[src/rtl/core/llx_pkg.sv]
// llx_pkg: shared types, constants and helpers for the lua line lexer
// holds beat structs, controller/datapath command and status, keyword table
// no dependencies; used by llx_ctrl, llx_dpath and lua_syntax_highlight_lexer
package llx_pkg;

    // identifier buffer sizing
    localparam int MAX_KEYWORD_LEN = 8;
    localparam int IDX_W           = $clog2(MAX_KEYWORD_LEN);
    localparam int CNT_W           = $clog2(MAX_KEYWORD_LEN + 1);

    // keyword table: text right-justified, one byte per char
    localparam int NUM_KEYWORDS = 21;
    localparam int KW_CHARS     = 8;
    localparam int KW_BITS      = KW_CHARS * 8;

    localparam logic [KW_BITS-1:0] KW_TEXT [NUM_KEYWORDS] = '{
        "if", "then", "else", "elseif", "end", "for", "while", "do",
        "function", "return", "local", "and", "or", "not", "nil", "true",
        "false", "repeat", "until", "break", "in"
    };
    localparam int KW_LEN [NUM_KEYWORDS] = '{
        2, 4, 4, 6, 3, 3, 5, 2, 8, 6, 5, 3, 2, 3, 3, 4, 5, 6, 5, 5, 2
    };

    // character codes
    localparam logic [7:0] CH_DASH   = 8'h2D;
    localparam logic [7:0] CH_BSLASH = 8'h5C;
    localparam logic [7:0] CH_DQUOTE = 8'h22;
    localparam logic [7:0] CH_SQUOTE = 8'h27;

    // attribute codes
    localparam logic [1:0] ATTR_PLAIN   = 2'd0;
    localparam logic [1:0] ATTR_HILITE  = 2'd1;
    localparam logic [1:0] ATTR_KEYWORD = 2'd2;

    typedef logic [MAX_KEYWORD_LEN-1:0][7:0] t_ident_buf;
    typedef logic [CNT_W-1:0]                t_cnt;
    typedef logic [IDX_W-1:0]                t_idx;

    typedef struct packed {
        logic [7:0] char_in;
        logic       line_end;
    } t_in_beat;

    typedef struct packed {
        logic [7:0] char_out;
        logic [1:0] attr;
        logic       out_line_end;
        logic       run_last;
    } t_out_beat;

    // result phases of one item, in emit order
    typedef enum logic [2:0] {
        S_IDLE,
        S_FLUSH_A,
        S_DASH_A,
        S_CHAR,
        S_FLUSH_B,
        S_DASH_B
    } t_state;

    typedef enum logic [1:0] {
        SRC_FLUSH,
        SRC_DASH_A,
        SRC_CHAR,
        SRC_DASH_B
    } t_src;

    // what one accepted item has to emit
    typedef struct packed {
        logic       flush_a;
        logic       dash_a;
        logic [1:0] dash_a_attr;
        logic       char_en;
        logic [1:0] char_attr;
        logic       flush_b;
        logic       dash_b;
        logic       flush_plain;
        t_cnt       flush_len;
    } t_plan;

    typedef struct packed {
        logic ready;
        logic accept;
        logic emit;
        t_src src;
        logic flush_step;
        logic run_last;
    } t_cmd;

    typedef struct packed {
        logic  in_valid;
        logic  out_free;
        logic  flush_done;
        t_plan plan;
        t_plan plan_n;
    } t_status;

    function automatic logic is_letter(logic [7:0] c);
        return (c >= "a" && c <= "z") || (c >= "A" && c <= "Z") || c == "_";
    endfunction

    function automatic logic is_word(logic [7:0] c);
        return is_letter(c) || (c >= "0" && c <= "9");
    endfunction

    // keyword test over the first n buffered chars
    function automatic logic kw_hit(t_ident_buf b, t_cnt n);
        logic hit;
        logic eq;
        hit = 1'b0;
        for (int k = 0; k < NUM_KEYWORDS; k++) begin
            eq = (KW_LEN[k] == int'(n));
            for (int i = 0; i < MAX_KEYWORD_LEN; i++) begin
                if (i < KW_LEN[k]) begin
                    if (b[i] != KW_TEXT[k][(KW_LEN[k] - 1 - i) * 8 +: 8]) begin
                        eq = 1'b0;
                    end
                end
            end
            hit = hit | eq;
        end
        return hit;
    endfunction

    // next enabled phase strictly after s, or idle
    function automatic t_state next_after(t_plan p, t_state s);
        t_state r;
        r = S_IDLE;
        if (s < S_DASH_B  && p.dash_b)  r = S_DASH_B;
        if (s < S_FLUSH_B && p.flush_b) r = S_FLUSH_B;
        if (s < S_CHAR    && p.char_en) r = S_CHAR;
        if (s < S_DASH_A  && p.dash_a)  r = S_DASH_A;
        if (s < S_FLUSH_A && p.flush_a) r = S_FLUSH_A;
        return r;
    endfunction

endpackage

[src/rtl/core/lua_syntax_highlight_lexer.sv]
// lua_syntax_highlight_lexer: top level of the streaming lua line lexer
// instantiates llx_ctrl (result sequencer) and llx_dpath (lexer datapath)
// depends on llx_pkg
//
// Takes one byte of a text line per input beat, with line_end on the last
// byte, and returns every byte in order tagged plain, highlighted (string or
// comment) or keyword. Identifiers are held until they end and a single dash
// is held for one byte, so one input beat yields zero to MAX_KEYWORD_LEN + 1
// result beats; run_last marks the last of them and out_line_end the last
// result of a line. An input beat is taken only while the sequencer is idle:
// a byte that gives no result leaves it idle, and after one that gives results
// the sequencer puts out one result beat per cycle into the output register,
// waiting there while i_out_stall is held by the receiver, and then goes idle.
// A finished result may still wait in the output
// register while the next byte is taken. No clearing pass is needed after
// reset.
module lua_syntax_highlight_lexer (
    input  logic               i_clk,
    input  logic               i_rst_n,
    input  logic               i_in_valid,
    output logic               o_in_stall,
    input  llx_pkg::t_in_beat  i_in_beat,
    output logic               o_out_valid,
    input  logic               i_out_stall,
    output llx_pkg::t_out_beat o_out_beat
);

    llx_pkg::t_cmd    cmd;
    llx_pkg::t_status status;

    assign o_in_stall = !cmd.ready;

    // result sequencer
    llx_ctrl u_ctrl (
        .i_clk    (i_clk),
        .i_rst_n  (i_rst_n),
        .i_status (status),
        .o_cmd    (cmd)
    );

    // lexer datapath
    llx_dpath u_dpath (
        .i_clk       (i_clk),
        .i_rst_n     (i_rst_n),
        .i_in_valid  (i_in_valid),
        .i_in_beat   (i_in_beat),
        .i_out_stall (i_out_stall),
        .o_out_valid (o_out_valid),
        .o_out_beat  (o_out_beat),
        .i_cmd       (cmd),
        .o_status    (status)
    );

endmodule

[src/rtl/core/llx_ctrl.sv]
// llx_ctrl: result sequencer for the lua line lexer
// walks the phases of one item's plan and issues emit commands
// depends on llx_pkg
module llx_ctrl (
    input  logic             i_clk,
    input  logic             i_rst_n,
    input  llx_pkg::t_status i_status,
    output llx_pkg::t_cmd    o_cmd
);

    llx_pkg::t_state r_state;
    llx_pkg::t_state n_state;
    llx_pkg::t_state after_cur;

    assign after_cur = llx_pkg::next_after(i_status.plan, r_state);

    // state register
    always_ff @(posedge i_clk) begin
        if (!i_rst_n) begin
            r_state <= llx_pkg::S_IDLE;
        end else begin
            r_state <= n_state;
        end
    end

    // next state
    always_comb begin
        n_state = r_state;
        case (r_state)
            llx_pkg::S_IDLE: begin
                if (i_status.in_valid) begin
                    n_state = llx_pkg::next_after(i_status.plan_n, llx_pkg::S_IDLE);
                end
            end
            llx_pkg::S_FLUSH_A, llx_pkg::S_FLUSH_B: begin
                if (i_status.out_free && i_status.flush_done) begin
                    n_state = after_cur;
                end
            end
            llx_pkg::S_DASH_A, llx_pkg::S_CHAR, llx_pkg::S_DASH_B: begin
                if (i_status.out_free) begin
                    n_state = after_cur;
                end
            end
            default: n_state = llx_pkg::S_IDLE;
        endcase
    end

    // command outputs
    always_comb begin
        o_cmd            = '0;
        o_cmd.src        = llx_pkg::SRC_CHAR;
        case (r_state)
            llx_pkg::S_IDLE: begin
                o_cmd.ready  = 1'b1;
                o_cmd.accept = i_status.in_valid;
            end
            llx_pkg::S_FLUSH_A, llx_pkg::S_FLUSH_B: begin
                o_cmd.src        = llx_pkg::SRC_FLUSH;
                o_cmd.emit       = i_status.out_free;
                o_cmd.flush_step = i_status.out_free;
                o_cmd.run_last   = i_status.flush_done && (after_cur == llx_pkg::S_IDLE);
            end
            llx_pkg::S_DASH_A: begin
                o_cmd.src      = llx_pkg::SRC_DASH_A;
                o_cmd.emit     = i_status.out_free;
                o_cmd.run_last = (after_cur == llx_pkg::S_IDLE);
            end
            llx_pkg::S_CHAR: begin
                o_cmd.src      = llx_pkg::SRC_CHAR;
                o_cmd.emit     = i_status.out_free;
                o_cmd.run_last = (after_cur == llx_pkg::S_IDLE);
            end
            llx_pkg::S_DASH_B: begin
                o_cmd.src      = llx_pkg::SRC_DASH_B;
                o_cmd.emit     = i_status.out_free;
                o_cmd.run_last = (after_cur == llx_pkg::S_IDLE);
            end
            default: o_cmd.ready = 1'b0;
        endcase
    end

endmodule

[src/rtl/core/llx_dpath.sv]
// llx_dpath: lexer state, identifier buffer, item plan and output register
// decides each item's results at accept and forms beats on command
// depends on llx_pkg
module llx_dpath (
    input  logic               i_clk,
    input  logic               i_rst_n,
    input  logic               i_in_valid,
    input  llx_pkg::t_in_beat  i_in_beat,
    input  logic               i_out_stall,
    output logic               o_out_valid,
    output llx_pkg::t_out_beat o_out_beat,
    input  llx_pkg::t_cmd      i_cmd,
    output llx_pkg::t_status   o_status
);

    // lexer state
    logic                r_in_quote,   n_in_quote;
    logic [7:0]          r_quote_char, n_quote_char;
    logic                r_in_comment, n_in_comment;
    logic [7:0]          r_prev_char,  n_prev_char;
    logic                r_dash,       n_dash;
    llx_pkg::t_ident_buf r_buf,        n_buf;
    llx_pkg::t_cnt       r_count,      n_count;
    logic                r_too_long,   n_too_long;

    // item being sequenced
    llx_pkg::t_plan      r_plan,       n_plan;
    logic [7:0]          r_ch;
    logic                r_last;
    llx_pkg::t_idx       r_flush_idx;

    // output register
    logic                r_out_valid;
    llx_pkg::t_out_beat  r_out;
    llx_pkg::t_out_beat  n_out;

    logic [7:0] ch;
    logic       active;
    logic       dash_done;
    logic       out_free;
    logic       flush_done;
    logic       kw;

    assign ch       = i_in_beat.char_in;
    assign active   = (r_count != '0) || r_too_long;
    assign out_free = !r_out_valid || !i_out_stall;
    assign flush_done =
        ((llx_pkg::CNT_W)'(r_flush_idx) + (llx_pkg::CNT_W)'(1)) == r_plan.flush_len;
    assign kw = llx_pkg::kw_hit(r_buf, r_plan.flush_len);

    // decide the item: state update and result plan
    always_comb begin
        n_in_quote   = r_in_quote;
        n_quote_char = r_quote_char;
        n_in_comment = r_in_comment;
        n_dash       = r_dash;
        n_buf        = r_buf;
        n_count      = r_count;
        n_too_long   = r_too_long;
        n_plan       = '0;
        dash_done    = 1'b0;

        if (r_in_comment) begin
            n_plan.char_en   = 1'b1;
            n_plan.char_attr = llx_pkg::ATTR_HILITE;
        end else if (r_in_quote) begin
            n_plan.char_en   = 1'b1;
            n_plan.char_attr = llx_pkg::ATTR_HILITE;
            if (ch == r_quote_char && r_prev_char != llx_pkg::CH_BSLASH) begin
                n_in_quote = 1'b0;
            end
        end else if (active && llx_pkg::is_word(ch)) begin
            if (r_too_long) begin
                n_plan.char_en   = 1'b1;
                n_plan.char_attr = llx_pkg::ATTR_PLAIN;
            end else if (r_count < (llx_pkg::CNT_W)'(llx_pkg::MAX_KEYWORD_LEN)) begin
                n_buf[r_count[llx_pkg::IDX_W-1:0]] = ch;
                n_count = r_count + (llx_pkg::CNT_W)'(1);
            end else begin
                // overlong: held chars go out plain, then this one
                n_plan.flush_a     = 1'b1;
                n_plan.flush_plain = 1'b1;
                n_plan.flush_len   = r_count;
                n_count            = '0;
                n_too_long         = 1'b1;
                n_plan.char_en     = 1'b1;
                n_plan.char_attr   = llx_pkg::ATTR_PLAIN;
            end
        end else begin
            // word ends here
            if (active) begin
                n_plan.flush_a     = (r_count != '0);
                n_plan.flush_plain = r_too_long;
                n_plan.flush_len   = r_count;
                n_count            = '0;
                n_too_long         = 1'b0;
            end
            // held dash resolves
            if (r_dash) begin
                n_dash        = 1'b0;
                n_plan.dash_a = 1'b1;
                if (ch == llx_pkg::CH_DASH) begin
                    n_plan.dash_a_attr = llx_pkg::ATTR_HILITE;
                    n_plan.char_en     = 1'b1;
                    n_plan.char_attr   = llx_pkg::ATTR_HILITE;
                    n_in_comment       = 1'b1;
                    dash_done          = 1'b1;
                end else begin
                    n_plan.dash_a_attr = llx_pkg::ATTR_PLAIN;
                end
            end
            if (!dash_done) begin
                if (ch == llx_pkg::CH_DASH) begin
                    n_dash = 1'b1;
                end else if (ch == llx_pkg::CH_DQUOTE || ch == llx_pkg::CH_SQUOTE) begin
                    n_in_quote       = 1'b1;
                    n_quote_char     = ch;
                    n_plan.char_en   = 1'b1;
                    n_plan.char_attr = llx_pkg::ATTR_HILITE;
                end else if (llx_pkg::is_letter(ch)) begin
                    n_buf[0] = ch;
                    n_count  = (llx_pkg::CNT_W)'(1);
                end else begin
                    n_plan.char_en   = 1'b1;
                    n_plan.char_attr = llx_pkg::ATTR_PLAIN;
                end
            end
        end

        n_prev_char = ch;

        // line end: flush what is held, then clear the line state
        if (i_in_beat.line_end) begin
            // an overlong word has nothing left to flush, keep the first flush length
            if (n_count != '0) begin
                n_plan.flush_b     = 1'b1;
                n_plan.flush_plain = n_too_long;
                n_plan.flush_len   = n_count;
            end
            n_plan.dash_b = n_dash;
            n_in_quote    = 1'b0;
            n_quote_char  = '0;
            n_in_comment  = 1'b0;
            n_prev_char   = '0;
            n_dash        = 1'b0;
            n_count       = '0;
            n_too_long    = 1'b0;
        end
    end

    // lexer control state and plan
    always_ff @(posedge i_clk) begin
        if (!i_rst_n) begin
            r_in_quote   <= 1'b0;
            r_quote_char <= '0;
            r_in_comment <= 1'b0;
            r_prev_char  <= '0;
            r_dash       <= 1'b0;
            r_count      <= '0;
            r_too_long   <= 1'b0;
            r_plan       <= '0;
            r_flush_idx  <= '0;
        end else begin
            if (i_cmd.accept) begin
                r_in_quote   <= n_in_quote;
                r_quote_char <= n_quote_char;
                r_in_comment <= n_in_comment;
                r_prev_char  <= n_prev_char;
                r_dash       <= n_dash;
                r_count      <= n_count;
                r_too_long   <= n_too_long;
                r_plan       <= n_plan;
                r_flush_idx  <= '0;
            end else if (i_cmd.flush_step) begin
                r_flush_idx  <= r_flush_idx + (llx_pkg::IDX_W)'(1);
            end
        end
    end

    // payload held for the item
    always_ff @(posedge i_clk) begin
        if (i_cmd.accept) begin
            r_buf  <= n_buf;
            r_ch   <= ch;
            r_last <= i_in_beat.line_end;
        end
    end

    // beat formation
    always_comb begin
        n_out              = '0;
        n_out.run_last     = i_cmd.run_last;
        n_out.out_line_end = i_cmd.run_last && r_last;
        case (i_cmd.src)
            llx_pkg::SRC_FLUSH: begin
                n_out.char_out = r_buf[r_flush_idx];
                n_out.attr     = (!r_plan.flush_plain && kw) ? llx_pkg::ATTR_KEYWORD
                                                             : llx_pkg::ATTR_PLAIN;
            end
            llx_pkg::SRC_DASH_A: begin
                n_out.char_out = llx_pkg::CH_DASH;
                n_out.attr     = r_plan.dash_a_attr;
            end
            llx_pkg::SRC_CHAR: begin
                n_out.char_out = r_ch;
                n_out.attr     = r_plan.char_attr;
            end
            llx_pkg::SRC_DASH_B: begin
                n_out.char_out = llx_pkg::CH_DASH;
                n_out.attr     = llx_pkg::ATTR_PLAIN;
            end
            default: n_out.char_out = r_ch;
        endcase
    end

    // output register valid
    always_ff @(posedge i_clk) begin
        if (!i_rst_n) begin
            r_out_valid <= 1'b0;
        end else if (i_cmd.emit) begin
            r_out_valid <= 1'b1;
        end else if (!i_out_stall) begin
            r_out_valid <= 1'b0;
        end
    end

    // output register payload
    always_ff @(posedge i_clk) begin
        if (i_cmd.emit) begin
            r_out <= n_out;
        end
    end

    assign o_out_valid = r_out_valid;
    assign o_out_beat  = r_out;

    // status to the sequencer
    always_comb begin
        o_status            = '0;
        o_status.in_valid   = i_in_valid;
        o_status.out_free   = out_free;
        o_status.flush_done = flush_done;
        o_status.plan       = r_plan;
        o_status.plan_n     = n_plan;
    end

endmodule
[config.mk]
export PLATFORM = sky130hd
export DESIGN_NAME = lua_syntax_highlight_lexer
export DESIGN_NICKNAME = d
export VERILOG_FILES = /design/src/rtl/core/llx_pkg.sv /design/src/rtl/core/lua_syntax_highlight_lexer.sv /design/src/rtl/core/llx_ctrl.sv /design/src/rtl/core/llx_dpath.sv
export SDC_FILE = /design/constraint.sdc
export NUM_CORES = 1
export LEC_CHECK = 0
export BUFFER_PORTS_ARGS = -buffer_cell sky130_fd_sc_hd__buf_2
export CELL_PAD_IN_SITES_DETAIL_PLACEMENT = 1
export CELL_PAD_IN_SITES_GLOBAL_PLACEMENT = 2
export CORE_ASPECT_RATIO = 0.5
export CORE_UTILIZATION = 38
export DETAILED_ROUTE_END_ITERATION = 7
export PLACE_DENSITY = 0.74
export SETUP_SLACK_MARGIN = 0.3
export SYNTH_ARGS = -nofsm -noshare
export SYNTH_HDL_FRONTEND = slang
export SYNTH_HIERARCHICAL = 1
export SYNTH_SLANG_ARGS = --single-unit
[constraint.sdc]
create_clock -name i_clk -period 3 [get_ports i_clk]
set_clock_uncertainty 0.2 [all_clocks]
set_input_delay 0.15 -clock i_clk [delete_from_list [all_inputs] [get_ports i_clk]]
set_output_delay 0.15 -clock i_clk [all_outputs]
set_load 0.01 [all_outputs]
# Word level (Yosys, flattened, before mapping)
# Index checks and enable logic that the tools add are counted.
[totals]
register_bits = 130
[classes]
n_addsub = 3
order_cmp = 15
n_eq_ne = 90
mux = 191
n_bitwise = 24
n_reduce_logical = 40
[ops]
columns = ["op", "count"]
rows = [
  ["$ne 8x7->1 const B", 56],
  ["$mux 8", 17],
  ["$mux 1", 120],
  ["$mux 3", 24],
  ["$bwmux 64", 1],
  ["$mux 4", 13],
  ["$pmux 10 s4", 1],
  ["$mux 5", 7],
  ["$bmux 8 s3", 1],
  ["$demux 8 s3", 1],
  ["$eq 8x6->1 const B", 3],
  ["$or 1x1->1", 20],
  ["$eq 4x4->1 const A", 4],
  ["$ge 8x7->1 const B", 2],
  ["$le 8x7->1 const B", 2],
  ["$ne 2x2->1 const B", 8],
  ["$logic_and 1x1->1", 15],
  ["$ne 2x1->1 const B", 6],
  ["$pmux 3 s4", 1],
  ["$pmux 3 s3", 1],
  ["$reduce_and 9->1", 1],
  ["$eq 3x4->1 const A", 2],
  ["$eq 8x7->1 const B", 1],
  ["$eq 8x8->1", 1],
  ["34 further kinds", 55],
]

# Longest topological paths before layout
# Gate-level depths: netlist of run 1.
[logic_depth]
word_depth = 28
ltp_mapped = 13
depth_no_buf = 12

# Cells and area by module
# The synthesis of run 1 kept the hierarchy.
[by_module_without_submodules]
columns = ["mod", "instances", "cells_each", "area_each_um2", "seq_area_each_um2"]
rows = [
  ["llx_dpath", 1, 572, 6436.2, 3353.2],
  ["llx_ctrl", 1, 60, 439.2, 60.1],
  ["lua_syntax_highlight_lexer", 1, 1, 3.8, 0.0],
]

# Worst setup path after synthesis of run 1
# No wires, ideal clock.
[synth_timing]
path_type = "reg2reg"
start = "register u_ctrl.r_state[1]"
end = "register u_dpath/r_buf[10] (netlist bit) (enable)"
setup_time_ps = 383
t_arrival_ps = 2303
required_time_ps = 2417
path_slack_ps = 113
path_stages_with_launch = 6
synth_period_minus_slack_ps = 2887
cell_sequence = "dfxtp_1 -> nor3_2 -> and2_1 -> nor3b_1 -> nand4_1 -> nor3_1"
[synth_rtl]
columns = ["item", "line_no", "text"]
rows = [
  ["from (decl)", "llx_ctrl.sv:11", "llx_pkg::t_state r_state;"],
  ["from (signal assigned)", "llx_ctrl.sv:20", "r_state <= llx_pkg::S_IDLE;"],
  ["from (signal assigned)", "llx_ctrl.sv:22", "r_state <= n_state;"],
  ["to (signal assigned)", "llx_dpath.sv:183", "r_buf <= n_buf;"],
  ["to (decl)", "llx_dpath.sv:22", "llx_pkg::t_ident_buf r_buf, n_buf;"],
]

==> metrics, run 1 <==
status finished, final reports clean; Avg Inst Size Synth 11.0 sq um; Final period util 87.1%; Die X 191 um; final hold vios 0; Avg WL per Cell 23.9 um; Core ar. 0.0175 sq mm; CP Class flop to flop; Tot GR Track Use 25.6%; post-place setup slack 0.121 ns; Worst path most repeated cell nor2_1; maximum clock insertion buffer count 2; DR iter-0 viols 466; Die ar. 0.0185 sq mm; Via density 5.98; CP Capture Type flop; dpl hpwl 16000 um; I/O pins 27; htree depth 4; Clock power frac 35.3%; setup_tns 0 ns; final slew viol count 0; crit-path max cell delay 0.37 ns; Slowest cell on crit path dfxtp_4; number of global-route vias before repair 5845; YS warnings 6; I/O Buffers 26; DRT antenna net count 0; Routed WL 22600 um; fmax 383 MHz; clock root buffer clkbuf_16; Slew HR 48.4%; worst hold slack 0.0347 ns; Initial DRT Pass Iterations 5; Starting Density 39.0%; Seq pwr share 38.1%; Peak VDD IR 0.510 mV; Mapped Nets 638; RSZ-0062 raised after global routing no; Post-Syn Area 0.00682 sq mm; residual DRC count 0; placed cells 892; Clock Sinks 128; Routability Congestion 0.992; # diodes 0; antenna violations before repair 1; Die Y 96.7 um; cells after synthesis 622; Hold Crit Class input pin to flop; final core occ 48.1%; total congestion overflow 0; Reg clk slew, reported paths 0.06 ns; PnR worst setup slack 0.386 ns; Critical Path RT 3.09 ns; final cell count without fillers 948; CP max FO 6; Worst Path Arrival 2.71 ns; CTS Buf Count 17; P_int 0.00409 W; largest net degree at the start of global routing 41; PD cells 718 mW/mm^2; Sw Ratio 32.3%; site row count 34; critical path, cell by cell inv_4 -> ha_4 -> nor4b_4 -> buf_4 -> nand2_1 -> o221ai_2 -> nor3_2 -> nor2_1 -> nor2_1 -> a221o_1 -> a211oi_2 -> a31oi_1; Worst-Margin Slew 0.771 ns; Tmin final 2.61 ns; Nets 717; ratio of cells with drive above 1 in the final layout 24.5%; Area Overhead vs Synth 23.3%; Clock Latency Late Sink 0.42 ns; Psw 0.00195 W; final setup vio count 0; fill count 1868; TritonCTS clock tree built; Startpoint Class flop; first-pass GRT wire length 34900 um; Logic pwr share 26.6%; leakage power 2.86 nW; Max Cap Violations 0; vias 5671
[metal layers]
metal,wire (um),global-route usage (%)
met1,10700,36.0
met2,10300,38.9
met3,993,4.79
met4,638,10.4
met5,13,0
[stage by stage]
stage,power [W],area [sq um]
floorplan,0.00334,6840
global placement,0.00382,7470
detailed placement,0.00387,7470
CTS,0.00603,8220
global route,0.00630,8410
finish,0.00603,8410
[worst max-delay path, delay by kind of cell, from the launching register on]
family	cells	cell delay [ns]
buffers and inverters	2	0.30
DFF	1	0.37
AOI/OAI and AO/OA	4	0.78
adders and majority gates	1	0.13
and+or+nand+nor	5	0.71
[placed cells by master (no fill, tap or decap), drive strengths merged, types with 16 or more instances in the layout]
| cell | n |
|---|---|
| buf | 87 |
| edfxtp | 85 |
| nor2 | 59 |
| dfxtp | 43 |
| nand2 | 36 |
| nand2b | 25 |
| a21oi | 23 |
| o21ai | 21 |
| nand3 | 20 |
| inv | 20 |
| clkbuf | 17 |
| mux4 | 16 |
[final timing paths]
| check | startpoint | to | slack [ns] | depth (start not counted) |
|---|---|---|---|---|
| max | u_dpath/r_count[0] | u_ctrl/r_state[0] | 0.39 | 12 |
| min | i_in_beat[6] | u_dpath/r_buf[5] | 0.03 | 3 |
| max reg2reg | u_dpath/r_count[0] | u_ctrl/r_state[0] | 0.39 | 12 |
| min reg2reg | u_dpath/r_prev_char[5] | u_dpath/r_prev_char[5] | 0.27 | 1 |
[flip-flops by register name (all words and copies together) (netlist names), 3 cells and up]
signal                cells
u_dpath/r_buf            64
u_dpath/r_quote_char      8
u_ctrl/r_state            3
u_dpath/o_status         12
u_dpath/r_flush_idx       3
u_dpath/o_out_beat       12
u_dpath/r_prev_char       8
u_dpath/r_ch              8
u_dpath/r_count           4
[power groups by stage]
stage | clock, W | combinational [W] | sequential (W)
CTS | 0.00216 | 0.00157 | 0.00230
global placement | 0 | 0.00151 | 0.00232
global route | 0.00223 | 0.00175 | 0.00232
floorplan | 0 | 0.00102 | 0.00231
detailed placement | 0 | 0.00154 | 0.00233
finish | 0.00213 | 0.00160 | 0.00230
[area by class of cell]
type / instances / area (sq um) / area share, %
timing repair buffer: 98 / 714 / 8.50
clock inverter: 15 / 174 / 2.07
clock buffer: 17 / 425 / 5.06
multi-input combinational: 445 / 3340 / 39.7
tap: 234 / 293 / 3.48
inverter: 11 / 43.8 / 0.521
sequential: 128 / 3420 / 40.7
[timing repair]
action,in CTS,in global routing
hold buffers,11,0
buffers inserted,4,9
resized for setup,3,23
pin swaps,2,6
hold endpoints to repair,54,0
setup endpoints to repair,2,6
Power figures use the tool's default switching activity.
==> run 2: changes to the inputs <==
==> constraint.sdc (replaced) <==
create_clock -name i_clk -period 3 [get_ports i_clk]
set_clock_uncertainty 0.2 [all_clocks]
set_input_delay 0.9 -clock i_clk [delete_from_list [all_inputs] [get_ports i_clk]]
set_output_delay 0.9 -clock i_clk [all_outputs]
set_load 0.01 [all_outputs]
==> metrics, run 2 (synthesized netlist as in run 1, its figures left out) <==
status finished, final reports clean; I/O pins 27 (unchanged); ratio of cells with drive above 1 in the final layout 27.6% (+3.1 points); Worst-Margin Slew 0.659 ns (-0.111 ns); I/O Buffers 26 (unchanged); DR iter-0 viols 397 (-15%); Nets 729 (+1.7%); CP Capture Type flop; # diodes 0 (unchanged); Sw Ratio 31.6% (-0.66 points); CTS Buf Count 17 (unchanged); Core ar. 0.0175 sq mm (unchanged); most common cell after layout, fill and taps aside edfxtp_1; Slew HR 54.9% (+6.5 points); Logic pwr share 26.5% (about the same); most frequent cells in the layout 85 x edfxtp_1, 76 x buf_4, 52 x nor2_1, 42 x dfxtp_1, 35 x nand2_1; final cell count without fillers 959 (+1.2%); Tot GR Track Use 25.2% (-0.37 points); Initial DRT Pass Iterations 5 (unchanged); antenna violations before repair 0 (-1); Max Cap Violations 0 (unchanged); leakage power 2.93 nW (+2.2%); Die Y 96.7 um (unchanged); TritonCTS clock tree built; Routability Congestion 0.914 (-7.9%); site row count 34 (unchanged); Clock power frac 35.2% (about the same); Tmin final 2.91 ns (+0.292 ns); placed cells 919 (+3.0%); Psw 0.00189 W (-3.1%); Seq pwr share 38.3% (+0.2 points); Hold Crit Class flop to flop; Routed WL 22400 um (-1.2%); CP max FO 5 (-1); vias 5626 (-0.79%); total congestion overflow 0 (unchanged); first-pass GRT wire length 34700 um (-0.63%); PD cells 696 mW/mm^2 (-3.0%); residual DRC count 0 (unchanged); max FFs per register 64 (unchanged); largest net degree at the start of global routing 41 (unchanged); Final period util 96.9% (+9.7 points); P_int 0.00408 W (-0.15%); maximum clock insertion buffer count 2 (unchanged); Clock Sinks 128 (unchanged); Starting Density 39.0% (unchanged); Area Overhead vs Synth 25.6%; final core occ 49.0% (+0.92 points); Critical Path RT 3.09 ns (about the same); Die ar. 0.0185 sq mm (unchanged); Avg WL per Cell 23.3 um (-2.3%); clock root buffer clkbuf_16; fill count 1874 (+0.32%); Die X 191 um (unchanged); Peak VDD IR 0.391 mV (-23%); Via density 5.87 (-1.9%); Worst Path Arrival 2.99 ns (+0.28 ns); final setup vio count 0 (unchanged); final hold vios 0 (unchanged); R2R setup slack 0.18 ns (-0.21 ns); RSZ-0062 raised after global routing yes; CP Class input pin to flop; number of global-route vias before repair 5938 (+1.6%); Clock Latency Late Sink 0.42 ns (about the same); fmax 344 MHz (-10%); Reg with most FFs u_dpath/r_buf; htree depth 4 (unchanged); Reg clk slew, reported paths 0.06 ns (about the same); Startpoint Class input pin; DRT antenna net count 0 (unchanged); final slew viol count 0 (unchanged); dpl hpwl 16300 um (+2.1%)
## run 2: what timing repair did
item | in CTS | in global routing
pin swaps | 4 | 5
setup buffers | 5 | 4
gates resized for setup | 4 | 15
endpoints found under the setup margin | 28 | 70
hold buffers | 0 | 0
## run 2: metal layers
| metal | vias to the layer above | track usage [%] | routed length, um |
|---|---|---|---|
| met5 | - | 0 | 0 |
| met3 | 29 | 5.84 | 1060 |
| li1 | 2596 | - | - |
| met2 | 160 | 39.9 | 10400 |
| met4 | 0 | 7.57 | 376 |
| met1 | 2841 | 34.4 | 10500 |
## run 2: cell type report
cell class	count	area (sq um)	share of cell area (%)
multi-input combinational	445	3380	39.4
inverter	11	41.3	0.482
clock inverter	14	170	1.99
timing repair buffer	110	846	9.87
tap	234	293	3.42
clock buffer	17	425	4.97
sequential	128	3410	39.9
## run 2: per-stage QoR
stage	TNS (ns)	hold WS [ns]	setup WS, ns	total power [W]	instance area, sq um
finish	0	0.283	0.0938	0.00596	8570
global route	0	0.297	0.00304	0.00623	8570
CTS	0	0.284	0.168	0.00599	8450
detailed placement	-9.77	0.261	-0.341	0.00387	7790
global placement	-5.98	0.255	-0.275	0.00383	7790
floorplan	-0.740	0.240	-0.125	0.00334	6930
## run 2: final timing paths
check	from	to	cells after the start
setup / recovery	i_in_beat[8]	u_ctrl/r_state[0]	10
hold / removal	u_dpath/r_prev_char[0]	u_dpath/r_prev_char[0]	1
setup reg to reg	u_dpath/r_count[2]	u_ctrl/r_state[0]	10
hold reg to reg	u_dpath/r_prev_char[0]	u_dpath/r_prev_char[0]	1
## run 2: power by group through the flow
stage | clock network (W) | logic, W | registers, W
global placement | 0 | 0.00152 | 0.00231
floorplan | 0 | 0.00103 | 0.00231
CTS | 0.00214 | 0.00157 | 0.00228
finish | 0.00210 | 0.00158 | 0.00228
global route | 0.00221 | 0.00171 | 0.00231
detailed placement | 0 | 0.00155 | 0.00232
## run 2: critical path: stages
cell      delay, ns
buf_2          0.10
or3b_4         0.44
o41a_1         0.43
a21oi_2        0.19
nor3_1         0.08
nor2_1         0.15
nor2_1         0.06
a221o_1        0.29
a211oi_1       0.22
a31oi_1        0.11
==> run 3: changes to the inputs <==
- CAP_MARGIN: unset -> 20
- PLACE_DENSITY: 0.74 -> 0.76
- SLEW_MARGIN: unset -> 20
==> metrics, run 3 (synthesized netlist as in run 1, its figures left out) <==
# diodes 0 (unchanged); DR iter-0 viols 426 (+7.3%); Startpoint Class input pin; hold depth 1 (unchanged); ratio of cells with drive above 1 in the final layout 29.7% (+2.1 points); fill count 1884 (+0.53%); Levels on crit path 10 (unchanged); final core occ 50.6% (+1.6 points); Routed WL 23100 um (+3.1%); PD cells 695 mW/mm^2 (-0.19%); Top delay family on crit path compound AO/OA/AOI/OAI gates; Clock Latency Late Sink 0.42 ns (about the same); Critical Path RT 3.08 ns (about the same); clock root buffer clkbuf_16; setup_tns 0 ns (unchanged); CP Capture Type flop; DRT antenna net count 0 (unchanged); I/O pins 27 (unchanged); Starting Density 39.0% (unchanged); CP Buf/Inv Count 1 (unchanged); Die ar. 0.0185 sq mm (unchanged); first-pass GRT wire length 35100 um (+1.1%); Final period util 97.5% (+0.61 points); Nets 743 (+1.9%); Max Cap Violations 0 (unchanged); fmax 342 MHz (-0.63%); leakage power 3.07 nW (+4.8%); CP Class input pin to flop; Worst path most repeated cell nor2_1; Hold Crit Class flop to flop; Finished Cell Area 0.00884 sq mm (+3.3%); site row count 34 (unchanged); Peak VDD IR 0.399 mV (+2.2%); worst hold slack 0.280 ns (-0.00354 ns); antenna violations before repair 0 (unchanged); Reg clk slew, reported paths 0.07 ns (about the same); Via density 5.95 (+1.4%); Die X 191 um (unchanged); vias 5796 (+3.0%); residual DRC count 0 (unchanged); total congestion overflow 0 (unchanged); met1 WL 10500 um (-0.35%); Worst-Margin Slew 0.655 ns (-0.00412 ns); worst r2r path cells 12 (+2); Area Overhead vs Synth 29.7%; number of global-route vias before repair 5827 (-1.9%); most frequent cells in the layout 85 x buf_4, 85 x edfxtp_1, 51 x nor2_1, 42 x dfxtp_1, 36 x nand2_1; Initial DRT Pass Iterations 4 (-1); final setup vio count 0 (unchanged); Core ar. 0.0175 sq mm (unchanged); critical path, cell by cell buf_6 -> or3b_4 -> o41a_1 -> a21oi_2 -> nor3_2 -> nor2_1 -> nor2_1 -> a221o_1 -> a211oi_2 -> a31oi_1; status finished, final reports clean; maximum clock insertion buffer count 2 (unchanged); Slowest cell on crit path or3b_4; routed wl met2 11100 um (+6.3%); RSZ-0062 raised after global routing yes; largest net degree at the start of global routing 41 (unchanged); CTS Buf Count 17 (unchanged); TritonCTS clock tree built; placed cell area 0.00785 sq mm (+0.77%); final cell count without fillers 974 (+1.6%); Routability Congestion 0.932 (+2.0%); met3 wire len 1010 um (-4.5%); max FFs per register 64 (unchanged); Avg WL per Cell 23.7 um (+1.5%); I/O Buffers 26 (unchanged); crit-path max cell delay 0.44 ns (about the same); CP max FO 4 (-1); final slew viol count 0 (unchanged); Tot GR Track Use 25.6% (+0.37 points); Clock Sinks 128 (unchanged); Slew HR 55.9% (+1.0 points); Die Y 96.7 um (unchanged); htree depth 4 (unchanged); top layer reached by signal wires met4; Tmin final 2.92 ns (+0.0184 ns); Reg with most FFs u_dpath/r_buf; placed cells 927 (+0.87%); final hold vios 0 (unchanged); dpl hpwl 16300 um (-0.11%); Worst Path Arrival 3.01 ns (+0.02 ns)
==> run 3: routing by layer <==
layer,track usage (%),vias up
met5,0,-
met4,8.00,0
met3,4.46,37
met2,41.2,185
met1,35.1,2939
li1,-,2635
==> run 3: what timing repair did <==
item                                    in CTS  in global routing
setup buffers                                2                 13
endpoints found under the setup margin      35                 48
gates resized for setup                     11                 35
hold buffers                                 0                  0
pin swaps                                    2                 20
==> run 3: cell type report <==
cell class | instances | area (sq um) | share of cell area, %
Inverter | 11 | 43.8 | 0.495
Clock inverter | 15 | 196 | 2.22
Multi-Input combinational cell | 445 | 3430 | 38.8
Timing Repair Buffer | 124 | 1040 | 11.7
Sequential cell | 128 | 3420 | 38.6
Clock buffer | 17 | 425 | 4.81
Tap cell | 234 | 293 | 3.31
==> run 3: metrics by stage <==
stage               power (W)  setup slack, ns
floorplan             0.00334           -0.125
global placement      0.00383           -0.302
detailed placement    0.00388           -0.359
CTS                   0.00616            0.150
global route          0.00642          -0.0150
finish                0.00615           0.0755
==> run 3: final timing paths <==
kind / from / end / slack, ns
hold reg to reg: u_dpath/r_prev_char[5] / u_dpath/r_prev_char[5] / 0.28
setup / recovery: i_in_beat[8] / u_ctrl/r_state[0] / 0.08
setup reg to reg: u_dpath/r_count[1] / u_ctrl/r_state[0] / 0.19
hold / removal: u_dpath/r_prev_char[5] / u_dpath/r_prev_char[5] / 0.28
==> run 3: worst register-to-register path: stages, from the launching register on <==
cell and delay, ns:
dfxtp_1 0.37, inv_2 0.07, ha_4 0.16, nor4b_4 0.14
buf_12 0.15, o41a_1 0.43, a21oi_2 0.19, nor3_2 0.07
nor2_1 0.16, nor2_1 0.07, a221o_1 0.30, a211oi_2 0.23
a31oi_1 0.13
==> run 3: power by group <==
group	internal (W)	switching [W]	leakage (nW)
logic	0.000716	0.000938	1.64
registers	0.00214	0.000133	1.13
clock network	0.00134	0.000879	0.301
